[src/rtl/gcrms_pkg.sv]
package gcrms_pkg;

  // Field widths
  localparam int SAMPLE_W  = 16;
  localparam int GAIN_W    = 16;
  localparam int SAMPLES_W = 11;
  localparam int RMS_W     = 16;
  localparam int TIME_W    = 48;
  localparam int SUM_W     = 41;
  localparam int SQ_W      = 2 * SAMPLE_W;
  localparam int PROD_W    = SAMPLE_W + GAIN_W + 1;
  localparam int FRAC_BITS = 13;

  // Gain register
  localparam logic [GAIN_W-1:0] GAIN_RESET = 16'd8192;
  localparam logic [GAIN_W-1:0] GAIN_LIMIT = 16'd32768;

  // Frame length default
  localparam int FRAME_MAX_DEF = 1024;

  // Square root unit: two radicand bits per step
  localparam int RAD_W      = SUM_W + 1;
  localparam int ROOT_W     = RAD_W / 2;
  localparam int SREM_W     = ROOT_W + 1;
  localparam int DIV_STEPS  = SUM_W;
  localparam int SQRT_STEPS = ROOT_W;
  localparam int STEP_W     = 6;

  typedef struct packed {
    logic signed [SAMPLE_W-1:0] sample;
    logic                       buffer_end;
  } in_item_t;

  typedef struct packed {
    logic signed [SAMPLE_W-1:0] out_sample;
    logic                       frame_end;
    logic [SAMPLES_W-1:0]       frame_samples;
    logic [RMS_W-1:0]           frame_rms;
    logic [TIME_W-1:0]          frame_start_time;
  } out_item_t;

  // Commands from controller to datapath
  typedef struct packed {
    logic load;
    logic mul;
    logic sqr;
    logic acc;
    logic div_step;
    logic sqrt_init;
    logic sqrt_step;
    logic out_load;
  } dp_cmd_t;

  // Status from datapath to controller
  typedef struct packed {
    logic closes;
  } dp_status_t;

endpackage

[src/rtl/gcrms_datapath.sv]
module gcrms_datapath
  import gcrms_pkg::*;
#(
  parameter int FRAME_MAX = FRAME_MAX_DEF
) (
  input  logic                 clk,
  input  logic                 rst_n,
  input  logic                 cfg_we,
  input  logic [GAIN_W-1:0]    cfg_wdata,
  input  in_item_t             in_data,
  input  dp_cmd_t              cmd,
  output dp_status_t           status,
  output out_item_t            out_data
);

  localparam int CNT_W = $clog2(FRAME_MAX + 1);
  localparam int LEN_X = (CNT_W > SAMPLES_W) ? CNT_W : SAMPLES_W;

  // Control state
  logic [GAIN_W-1:0]          gain_r;
  logic [SUM_W-1:0]           sum_r, sum_nxt;
  logic [CNT_W-1:0]           cnt_r, cnt_nxt;
  logic [TIME_W-1:0]          clock_r;

  // Payload registers
  logic signed [SAMPLE_W-1:0] smp_r;
  logic                       bend_r;
  logic [GAIN_W-1:0]          g_r;
  logic signed [PROD_W-1:0]   prod_r;
  logic signed [SAMPLE_W-1:0] y_r;
  logic [SQ_W-1:0]            sq_r;
  logic                       close_r;
  logic [CNT_W-1:0]           len_r;
  logic [TIME_W-1:0]          start_r;
  logic [SUM_W-1:0]           dq_r;
  logic [CNT_W-1:0]           drem_r;
  logic [RAD_W-1:0]           sv_r;
  logic [SREM_W-1:0]          srem_r;
  logic [ROOT_W-1:0]          root_r;
  out_item_t                  out_r;

  // Combinational helpers
  logic signed [PROD_W-FRAC_BITS-1:0] shifted;
  logic signed [SAMPLE_W-1:0]         y_sat;
  logic signed [SQ_W-1:0]             y_sq;
  logic                               closes;
  logic [TIME_W-1:0]                  start_now;
  logic [CNT_W:0]                     drem_sh, ddiff;
  logic                               dge;
  logic [SREM_W+1:0]                  srem_sh, strial, sdiff;
  logic                               sge;
  logic [LEN_X-1:0]                   len_x;

  // Floor shift and saturate to the sample range
  always_comb begin
    shifted = prod_r[PROD_W-1:FRAC_BITS];
    if (shifted > $signed((PROD_W-FRAC_BITS)'(32767))) begin
      y_sat = 16'sh7FFF;
    end else if (shifted < $signed(-(PROD_W-FRAC_BITS)'(32768))) begin
      y_sat = -16'sh8000;
    end else begin
      y_sat = shifted[SAMPLE_W-1:0];
    end
    y_sq = y_sat * y_sat;
  end

  // Frame accounting
  always_comb begin
    sum_nxt   = sum_r + SUM_W'(sq_r);
    cnt_nxt   = cnt_r + CNT_W'(1);
    closes    = bend_r || (cnt_nxt >= CNT_W'(FRAME_MAX));
    start_now = clock_r - TIME_W'(cnt_r);
  end

  // One restoring division step
  always_comb begin
    drem_sh = {drem_r, dq_r[SUM_W-1]};
    ddiff   = drem_sh - {1'b0, len_r};
    dge     = drem_sh >= {1'b0, len_r};
  end

  // One square root step
  always_comb begin
    srem_sh = {srem_r, sv_r[RAD_W-1 -: 2]};
    strial  = {1'b0, root_r, 2'b01};
    sdiff   = srem_sh - strial;
    sge     = srem_sh >= strial;
  end

  assign len_x = LEN_X'(len_r);

  // Gain register and frame state
  always_ff @(posedge clk) begin
    if (!rst_n) begin
      gain_r  <= GAIN_RESET;
      sum_r   <= '0;
      cnt_r   <= '0;
      clock_r <= '0;
    end else begin
      if (cfg_we) begin
        gain_r <= cfg_wdata;
      end
      if (cmd.acc) begin
        clock_r <= clock_r + TIME_W'(1);
        if (closes) begin
          sum_r <= '0;
          cnt_r <= '0;
        end else begin
          sum_r <= sum_nxt;
          cnt_r <= cnt_nxt;
        end
      end
    end
  end

  // Item pipeline, divider and root unit
  always_ff @(posedge clk) begin
    if (cmd.load) begin
      smp_r  <= in_data.sample;
      bend_r <= in_data.buffer_end;
      g_r    <= (gain_r > GAIN_LIMIT) ? GAIN_LIMIT : gain_r;
    end
    if (cmd.mul) begin
      prod_r <= smp_r * $signed({1'b0, g_r});
    end
    if (cmd.sqr) begin
      y_r  <= y_sat;
      sq_r <= y_sq[SQ_W-1:0];
    end
    if (cmd.acc) begin
      close_r <= closes;
      len_r   <= cnt_nxt;
      start_r <= start_now;
      dq_r    <= sum_nxt;
      drem_r  <= '0;
    end
    if (cmd.div_step) begin
      drem_r <= dge ? ddiff[CNT_W-1:0] : drem_sh[CNT_W-1:0];
      dq_r   <= {dq_r[SUM_W-2:0], dge};
    end
    if (cmd.sqrt_init) begin
      sv_r   <= RAD_W'(dq_r);
      srem_r <= '0;
      root_r <= '0;
    end
    if (cmd.sqrt_step) begin
      srem_r <= sge ? sdiff[SREM_W-1:0] : srem_sh[SREM_W-1:0];
      root_r <= {root_r[ROOT_W-2:0], sge};
      sv_r   <= {sv_r[RAD_W-3:0], 2'b00};
    end
    if (cmd.out_load) begin
      out_r.out_sample <= y_r;
      out_r.frame_end  <= close_r;
      if (close_r) begin
        out_r.frame_samples    <= len_x[SAMPLES_W-1:0];
        out_r.frame_rms        <= root_r[RMS_W-1:0];
        out_r.frame_start_time <= start_r;
      end else begin
        out_r.frame_samples    <= '0;
        out_r.frame_rms        <= '0;
        out_r.frame_start_time <= '0;
      end
    end
  end

  assign status.closes = closes;
  assign out_data      = out_r;

endmodule

[src/rtl/gcrms_ctrl.sv]
module gcrms_ctrl
  import gcrms_pkg::*;
(
  input  logic       clk,
  input  logic       rst_n,
  input  logic       in_valid,
  output logic       in_ready,
  output logic       out_valid,
  input  logic       out_ready,
  input  dp_status_t status,
  output dp_cmd_t    cmd
);

  typedef enum logic [7:0] {
    S_IDLE = 8'b0000_0001,
    S_MUL  = 8'b0000_0010,
    S_SQR  = 8'b0000_0100,
    S_ACC  = 8'b0000_1000,
    S_DIV  = 8'b0001_0000,
    S_SQI  = 8'b0010_0000,
    S_SQRT = 8'b0100_0000,
    S_DONE = 8'b1000_0000
  } state_t;

  state_t            state_r, state_nxt;
  logic [STEP_W-1:0] step_r, step_nxt;
  logic              out_valid_r, out_valid_nxt;

  // Sequence one item through the datapath
  always_comb begin
    state_nxt     = state_r;
    step_nxt      = step_r;
    out_valid_nxt = out_valid_r;
    cmd           = '0;
    if (out_valid_r && out_ready) begin
      out_valid_nxt = 1'b0;
    end
    unique case (state_r)
      S_IDLE: begin
        if (in_valid) begin
          cmd.load  = 1'b1;
          state_nxt = S_MUL;
        end
      end
      S_MUL: begin
        cmd.mul   = 1'b1;
        state_nxt = S_SQR;
      end
      S_SQR: begin
        cmd.sqr   = 1'b1;
        state_nxt = S_ACC;
      end
      S_ACC: begin
        cmd.acc   = 1'b1;
        step_nxt  = '0;
        state_nxt = status.closes ? S_DIV : S_DONE;
      end
      S_DIV: begin
        cmd.div_step = 1'b1;
        if (step_r == STEP_W'(DIV_STEPS - 1)) begin
          state_nxt = S_SQI;
        end else begin
          step_nxt = step_r + STEP_W'(1);
        end
      end
      S_SQI: begin
        cmd.sqrt_init = 1'b1;
        step_nxt      = '0;
        state_nxt     = S_SQRT;
      end
      S_SQRT: begin
        cmd.sqrt_step = 1'b1;
        if (step_r == STEP_W'(SQRT_STEPS - 1)) begin
          state_nxt = S_DONE;
        end else begin
          step_nxt = step_r + STEP_W'(1);
        end
      end
      S_DONE: begin
        // Hold until the output register is free
        if (!out_valid_r || out_ready) begin
          cmd.out_load  = 1'b1;
          out_valid_nxt = 1'b1;
          state_nxt     = S_IDLE;
        end
      end
      default: begin
        state_nxt = S_IDLE;
      end
    endcase
  end

  always_ff @(posedge clk) begin
    if (!rst_n) begin
      state_r     <= S_IDLE;
      step_r      <= '0;
      out_valid_r <= 1'b0;
    end else begin
      state_r     <= state_nxt;
      step_r      <= step_nxt;
      out_valid_r <= out_valid_nxt;
    end
  end

  assign in_ready  = (state_r == S_IDLE);
  assign out_valid = out_valid_r;

endmodule

[src/rtl/gain_clip_frame_rms_meter.sv]
// Gain, clip and frame RMS level meter for a mono Q1.15 capture stream.
// Input channel (in_valid/in_ready/in_data): one sample and a buffer-end
// flag per item. Output channel (out_valid/out_ready/out_data): one result
// per item, the gain-scaled saturated sample and, on the item that closes
// a frame, its length, start time in samples and floor RMS.
// Configuration: cfg_we writes cfg_wdata to the Q3.13 gain, values above
// 4.0 act as 4.0. Write it only while the block is idle.
// Sequence: each item is loaded, scaled, squared and accumulated, and its
// result moves to the output register; an item that closes a frame first
// runs the 41-step restoring divider (one quotient bit a cycle) and the
// 21-step square root unit (two radicand bits a cycle), one after the
// other. The next item is accepted once the current result sits in the
// output register.
// Reset (rst_n low, synchronous) restores unity gain, empties the open
// frame and clears the sample clock. A stalled receiver holds the result in
// the output register; a further item is still taken and processed, and
// waits in the last step until that register is free.
module gain_clip_frame_rms_meter
  import gcrms_pkg::*;
#(
  parameter int FRAME_MAX = FRAME_MAX_DEF
) (
  input  logic              clk,
  input  logic              rst_n,
  input  logic              cfg_we,
  input  logic [GAIN_W-1:0] cfg_wdata,
  input  logic              in_valid,
  output logic              in_ready,
  input  in_item_t          in_data,
  output logic              out_valid,
  input  logic              out_ready,
  output out_item_t         out_data
);

  dp_cmd_t    cmd;
  dp_status_t status;

  gcrms_ctrl u_ctrl (
    .clk       (clk),
    .rst_n     (rst_n),
    .in_valid  (in_valid),
    .in_ready  (in_ready),
    .out_valid (out_valid),
    .out_ready (out_ready),
    .status    (status),
    .cmd       (cmd)
  );

  gcrms_datapath #(
    .FRAME_MAX (FRAME_MAX)
  ) u_datapath (
    .clk       (clk),
    .rst_n     (rst_n),
    .cfg_we    (cfg_we),
    .cfg_wdata (cfg_wdata),
    .in_data   (in_data),
    .cmd       (cmd),
    .status    (status),
    .out_data  (out_data)
  );

endmodule
[config.mk]
export PLATFORM = sky130hd
export DESIGN_NAME = gain_clip_frame_rms_meter
export DESIGN_NICKNAME = d
export VERILOG_FILES = /design/src/rtl/gcrms_pkg.sv /design/src/rtl/gcrms_datapath.sv /design/src/rtl/gcrms_ctrl.sv /design/src/rtl/gain_clip_frame_rms_meter.sv
export SDC_FILE = /design/constraint.sdc
export NUM_CORES = 2
export LEC_CHECK = 0
export BUFFER_PORTS_ARGS = -buffer_cell sky130_fd_sc_hd__buf_2
export CAP_MARGIN = 0
export CORE_UTILIZATION = 69
export CTS_CLUSTER_SIZE = 16
export DETAILED_ROUTE_END_ITERATION = 8
export PLACE_DENSITY = 0.87
export SYNTH_ARGS = -nofsm -noshare
export SYNTH_HDL_FRONTEND = slang
export SYNTH_SLANG_ARGS = --single-unit
[constraint.sdc]
create_clock -name clk -period 19.45 [get_ports clk]
set_clock_uncertainty 0.15 [all_clocks]
set_input_delay 5.835 -clock clk [delete_from_list [all_inputs] [get_ports clk]]
set_output_delay 5.835 -clock clk [all_outputs]
set_load 0.02 [all_outputs]
# Word level (Yosys, flattened, before mapping)
# Index checks and enable logic that the tools add are counted.
# Widths: inputs -> output; s select.
[totals]
mem_count = 0
ramBits = 0
ff_bits = 534
out_inout_bits = 94
mem_bits_ro = 0
latch_bits = 0
[op_classes]
n_div = 0
n_lt_le_gt_ge = 6
n_reduce_logical = 10
addsub = 7
bitwise_logic = 0
n_eq_ne = 16
mux = 38
multipliers = 2
n_shift = 0
[ops]
columns = ["operator", "n"]
rows = [
  ["$mux 41", 3],
  ["$mux 42", 2],
  ["$mux 22", 3],
  ["$pmux 8 s8", 1],
  ["$add 48x1->48 const B", 1],
  ["$sub 48x11->48", 1],
  ["$mux 11", 4],
  ["$mux 21", 2],
  ["$add 41x32->41", 1],
  ["$mux 8", 5],
  ["$mul 16x17->33", 1],
  ["$mul 16x16->32", 1],
  ["$mux 16", 2],
  ["$ge 24x23->1", 1],
  ["$sub 22x22->22", 1],
  ["$gt 20x16->1 const B", 1],
  ["$lt 20x16->1 const B", 1],
  ["$pmux 6 s3", 1],
  ["$gt 16x16->1 const B", 1],
  ["$mux 1", 13],
  ["$ge 12x11->1", 1],
  ["$mux 6", 2],
  ["$add 11x1->11 const B", 1],
  ["$ge 11x11->1 const B", 1],
  ["22 further kinds", 28],
]

# Logic depth before layout (Yosys ltp)
[logic_depth]
ltp_word = 5
mapped_depth = 30
depth_no_buf = 29

# Modules after synthesis
# A second synthesis with hierarchy kept.
[hier_totals]
cells_unflattened = 4132
area_unflattened_um2 = 41437.2
[modules_own_cells]
columns = ["module", "area_per_inst_um2", "cells_each", "n_inst"]
rows = [
  ["gcrms_datapath", 40546.4, 4025, 1],
  ["gcrms_ctrl", 890.9, 107, 1],
]

# Worst setup path before layout
# Ideal clock, no wire load.
[synth_timing]
path_kind = "input port to flip-flop"
startpoint = "input out_ready"
endpoint = "register u_datapath.out_r (netlist bit u_datapath.out_data[0]) (enable)"
required_ns = 18.746
cell_stages = 2
slack_ns = 8.709
arrival_ns = 10.038
cell_sequence = "nand2b_1 -> nor2b_1"
[synth_lines]
columns = ["item", "line_no", "source"]
rows = [
  ["start: declaration", "gain_clip_frame_rms_meter.sv:31", "input logic out_ready,"],
  ["end: declaration", "gcrms_datapath.sv:40", "out_item_t out_r;"],
]

# Final worst setup path
[layout_timing]
startpoint = "register u_datapath.prod_r[32]"
endpoint = "register u_datapath.sq_r[30], data pin"
[layout_between]
elab_chain_cells = 4
word_cells_on_any_way = 5
cone_classes = "1 x mul; 2 x order compare; 2 x mux"
[layout_lines]
columns = ["item", "line_no", "source"]
rows = [
  ["start: declaration", "gcrms_datapath.sv:29", "logic signed [PROD_W-1:0] prod_r;"],
  ["start signal: assignment", "gcrms_datapath.sv:124", "prod_r <= smp_r * $signed({1'b0, g_r});"],
  ["$lt 20x16->1", "gcrms_datapath.sv:59", "end else if (shifted < $signed(-(PROD_W-FRAC_BITS)'(32768))) begin"],
  ["$mux 16", "gcrms_datapath.sv:59", ""],
  ["$mux 16 (*)", "gcrms_datapath.sv:57", "if (shifted > $signed((PROD_W-FRAC_BITS)'(32767))) begin"],
  ["via u_datapath.y_sat[9]", "gcrms_datapath.sv:44", "logic signed [SAMPLE_W-1:0] y_sat;"],
  ["$mul 16x16->32 (*)", "gcrms_datapath.sv:64", "y_sq = y_sat * y_sat;"],
  ["via u_datapath.y_sq[30]", "gcrms_datapath.sv:45", "logic signed [SQ_W-1:0] y_sq;"],
  ["end signal: assignment", "gcrms_datapath.sv:128", "sq_r <= y_sq[SQ_W-1:0];"],
  ["end: declaration", "gcrms_datapath.sv:31", "logic [SQ_W-1:0] sq_r;"],
]
# Mark *: on every way through the listed nets, which the timed path passes. The rest lies on a longest branch.
# A chain may end at the register's enable or synchronous reset.

==> flow_summary.json <==
{
  "place_hpwl_um": 65900,
  "grt_pass1_vias": 29767,
  "worst_slew_pin_slew_ns": 1.17,
  "place_inst": 4774,
  "synth_area_um2": 41000,
  "crit_required_ns": 19.68,
  "wl_um": 91200,
  "layout_worst_path_cycle_share": 0.451,
  "period_minus_slack_ns": 8.77,
  "syn_nets": 4757,
  "clock_path_buffers": 3,
  "cts_sinks": 519,
  "grt_pass1_wl_um": 149000,
  "reg2reg_depth": 26,
  "max_freq_mhz": 114,
  "most-common-layout-cells": "inv_1, fa_1, edfxtp_1",
  "num_io_pins": 132,
  "ant_nets": 0,
  "start_util": 0.704,
  "path_class": "reg -> reg",
  "crit_slowest_cell": "nor2_1",
  "drt-initial-drc-count": 2119,
  "die_h_um": 246,
  "postCtsSetupBuffers": 0,
  "htreeDepth": 2,
  "postCtsResizedCells": 0,
  "ys_seq_elements": 519,
  "num_rows": 88,
  "fill_cells": 3801,
  "ys_seq_area_frac": 0.348,
  "finalSetupViolCount": 0,
  "status": "completed",
  "wl_per_cell_um": 18.7,
  "grt_max_degree": 111,
  "path_depth": 26,
  "cts_tree": "built",
  "holdPathStages": 0,
  "arrival_ns": 9.00,
  "fin_cells": 4879,
  "drive_above_1_share": 0.0712,
  "routed_via_density": 5.86,
  "fin_nets": 4820,
  "cts_hold_buf": 0,
  "crit_path_start_kind": "flip-flop",
  "cp_common_cell": "fa_1",
  "fin_tns_setup_ns": 0,
  "drt_pass1_iterations": 7,
  "hold_viol": 0,
  "drv_slew": 0,
  "post-route-drc-count": 0,
  "hp-class": "reg -> reg",
  "yosysWarnings": 0,
  "routabilityCongestion": 0.981,
  "synth_edf_count": 386,
  "port_buffers": 131,
  "rsz0062_at_grt": "false",
  "cp_max_fo": 57,
  "track_usage": 0.312,
  "syn_to_final_growth_pct": 7.90,
  "cts.clk_slew.worst_paths_ns": 0.06,
  "max_slew_margin": 0.221,
  "die_area_um2": 60300,
  "crit_buf_inv": 6,
  "gr-total-overflow": 0,
  "core_area_um2": 58100,
  "ys_async_sr_fraction": 0,
  "antenna_found_initial": 1,
  "cts_buffers": 55,
  "synth_flop_cell": "edfxtp_1",
  "layout_commonest_cell": "inv_1",
  "cts_root_buf": "clkbuf_16",
  "avgSynthCellArea_um2": 10.2,
  "maxCapViolations": 0,
  "insertion_delay_ns": 0.63,
  "num_vias": 28567,
  "syn-instance-count": 4003,
  "critPathMaxStageDelay_ns": 0.66,
  "critPathCaptureType": "flip-flop",
  "crit_family": "adder cells",
  "fp.dieW_um": 246,
  "ys_types": 74
}
[logic make-up (layout without fill, tap and decap cells)]
family,count (synthesis),count (layout),synth area share
adders and majority gates,716,716,0.297
muxes,35,35,0.00855
and+or+nand+nor,1211,1211,0.147
other,0,1,0
AOI/OAI and AO/OA,514,514,0.0796
DFF,519,519,0.348
xor gates and xnor gates,218,218,0.0466
buffers and inverters,790,900,0.0734
[routing by layer]
metal | track usage | share of wire | wire length [um] | up-vias
li1 | - | - | - | 13189
met3 | 0.0491 | 0.071 | 6470 | 231
met1 | 0.400 | 0.40 | 36100 | 14032
met5 | 0 | 0 | 0 | -
met4 | 0.105 | 0.033 | 3010 | 0
met2 | 0.539 | 0.50 | 45600 | 1115
[worst reg2reg max path: stages (launching register included)]
cell       delay, ns
edfxtp_1        0.36
buf_4           0.24
nor2_2          0.13
buf_4           0.44
nor2_1          0.26
nor2_1          0.66
nand2_1         0.18
fa_1            0.56
fa_1            0.52
fa_1            0.52
inv_1           0.05
fa_1            0.47
fa_1            0.55
inv_1           0.06
fa_1            0.54
inv_1           0.05
ha_1            0.34
nand2_1         0.10
a2111oi_0       0.60
buf_4           0.24
o2111a_1        0.21
nor2_1          0.09
o21ai_0         0.41
o41ai_1         0.23
o31ai_1         0.29
a21oi_1         0.13
xnor2_1         0.14
[through the flow]
| step | worst slack (ns) | util | hold slack [ns] | cell area (um^2) |
|---|---|---|---|---|
| floorplan | 8.71 | - | 0.250 | 41000 |
| global placement | 11.10 | 0.726 | 0.259 | 42200 |
| detailed placement | 10.90 | 0.726 | 0.256 | 42200 |
| CTS | 10.84 | 0.760 | 0.280 | 44200 |
| finish | 10.68 | 0.760 | 0.276 | 44200 |
| global route | 10.17 | 0.760 | 0.292 | 44200 |
[cells in the mapped netlist (7+ instances only)]
| library cell | n | area share |
|---|---|---|
| inv_1 | 641 | 0.059 |
| fa_1 | 428 | 0.21 |
| edfxtp_1 | 386 | 0.28 |
| nand2_1 | 384 | 0.035 |
| ha_1 | 288 | 0.088 |
| nor2_1 | 239 | 0.022 |
| and2_1 | 228 | 0.035 |
| o21ai_0 | 138 | 0.017 |
| xnor2_1 | 137 | 0.029 |
| dfxtp_1 | 133 | 0.065 |
| clkbuf_1 | 132 | 0.012 |
| a21oi_1 | 129 | 0.016 |
| xor2_1 | 81 | 0.017 |
| nand3_1 | 71 | 0.0087 |
| nor2b_1 | 64 | 0.0098 |
| nor3_1 | 51 | 0.0062 |
| a22o_1 | 38 | 0.0081 |
| a21o_1 | 37 | 0.0068 |
| nand4_1 | 36 | 0.0055 |
| mux2i_1 | 35 | 0.0086 |
| a21boi_0 | 33 | 0.0060 |
| o21a_1 | 25 | 0.0046 |
| and3_1 | 24 | 0.0037 |
| nand2b_1 | 24 | 0.0037 |
| o21bai_1 | 18 | 0.0033 |
| or3_1 | 18 | 0.0027 |
| a211oi_1 | 16 | 0.0029 |
| a31oi_1 | 15 | 0.0023 |
| or2_2 | 15 | 0.0023 |
| and4_1 | 11 | 0.0024 |
| nor4_1 | 10 | 0.0015 |
| o31ai_1 | 10 | 0.0018 |
| o211ai_1 | 9 | 0.0016 |
| a22oi_1 | 7 | 0.0013 |
[sequential cells by signal, summed over array words and instances, names as in the netlist, 6 cells and up]
signal and cells:
u_datapath.out_data 92, u_datapath.sv_r 42, u_ctrl.step_r 6, u_datapath.prod_r 20, u_datapath.drem_r 11, u_datapath.cnt_r 11, u_datapath.sq_r 31, u_datapath.dq_r 41
u_datapath.root_r 21, u_ctrl.state_r 8, u_datapath.smp_r 16, u_datapath.srem_r 22, u_datapath.g_r 16, u_datapath.start_r 48, u_datapath.clock_r 48, u_datapath.gain_r 16
u_datapath.sum_r 41, u_datapath.len_r 11, u_datapath.y_r 15
[final cells by class]
class	count	area, um^2	share of cell area
Multi-Input combinational cell	2694	23700	0.537
Clock inverter	30	420	0.00951
Timing Repair Buffer	152	816	0.0185
Antenna cell	1	2.50	0.0000566
Clock buffer	74	1580	0.0358
Tap cell	765	957	0.0217
Inverter	644	2420	0.0547
Sequential cell	519	14300	0.323
[path summary, 6_finish.rpt]
path	from	end	slack [ns]
min reg2reg	u_datapath.y_r[5]$_DFFE_PP_	u_datapath.out_data[81]$_DFFE_PP_	0.28
max	u_datapath.prod_r[32]$_DFFE_PP_	u_datapath.sq_r[30]$_DFFE_PP_	10.68
min	u_datapath.y_r[5]$_DFFE_PP_	u_datapath.out_data[81]$_DFFE_PP_	0.28
max reg2reg	u_datapath.prod_r[32]$_DFFE_PP_	u_datapath.sq_r[30]$_DFFE_PP_	10.68
Power is left out: the tool's default activity adds up to more than one toggle a clock period on the data nets, which glitch-free logic cannot reach.
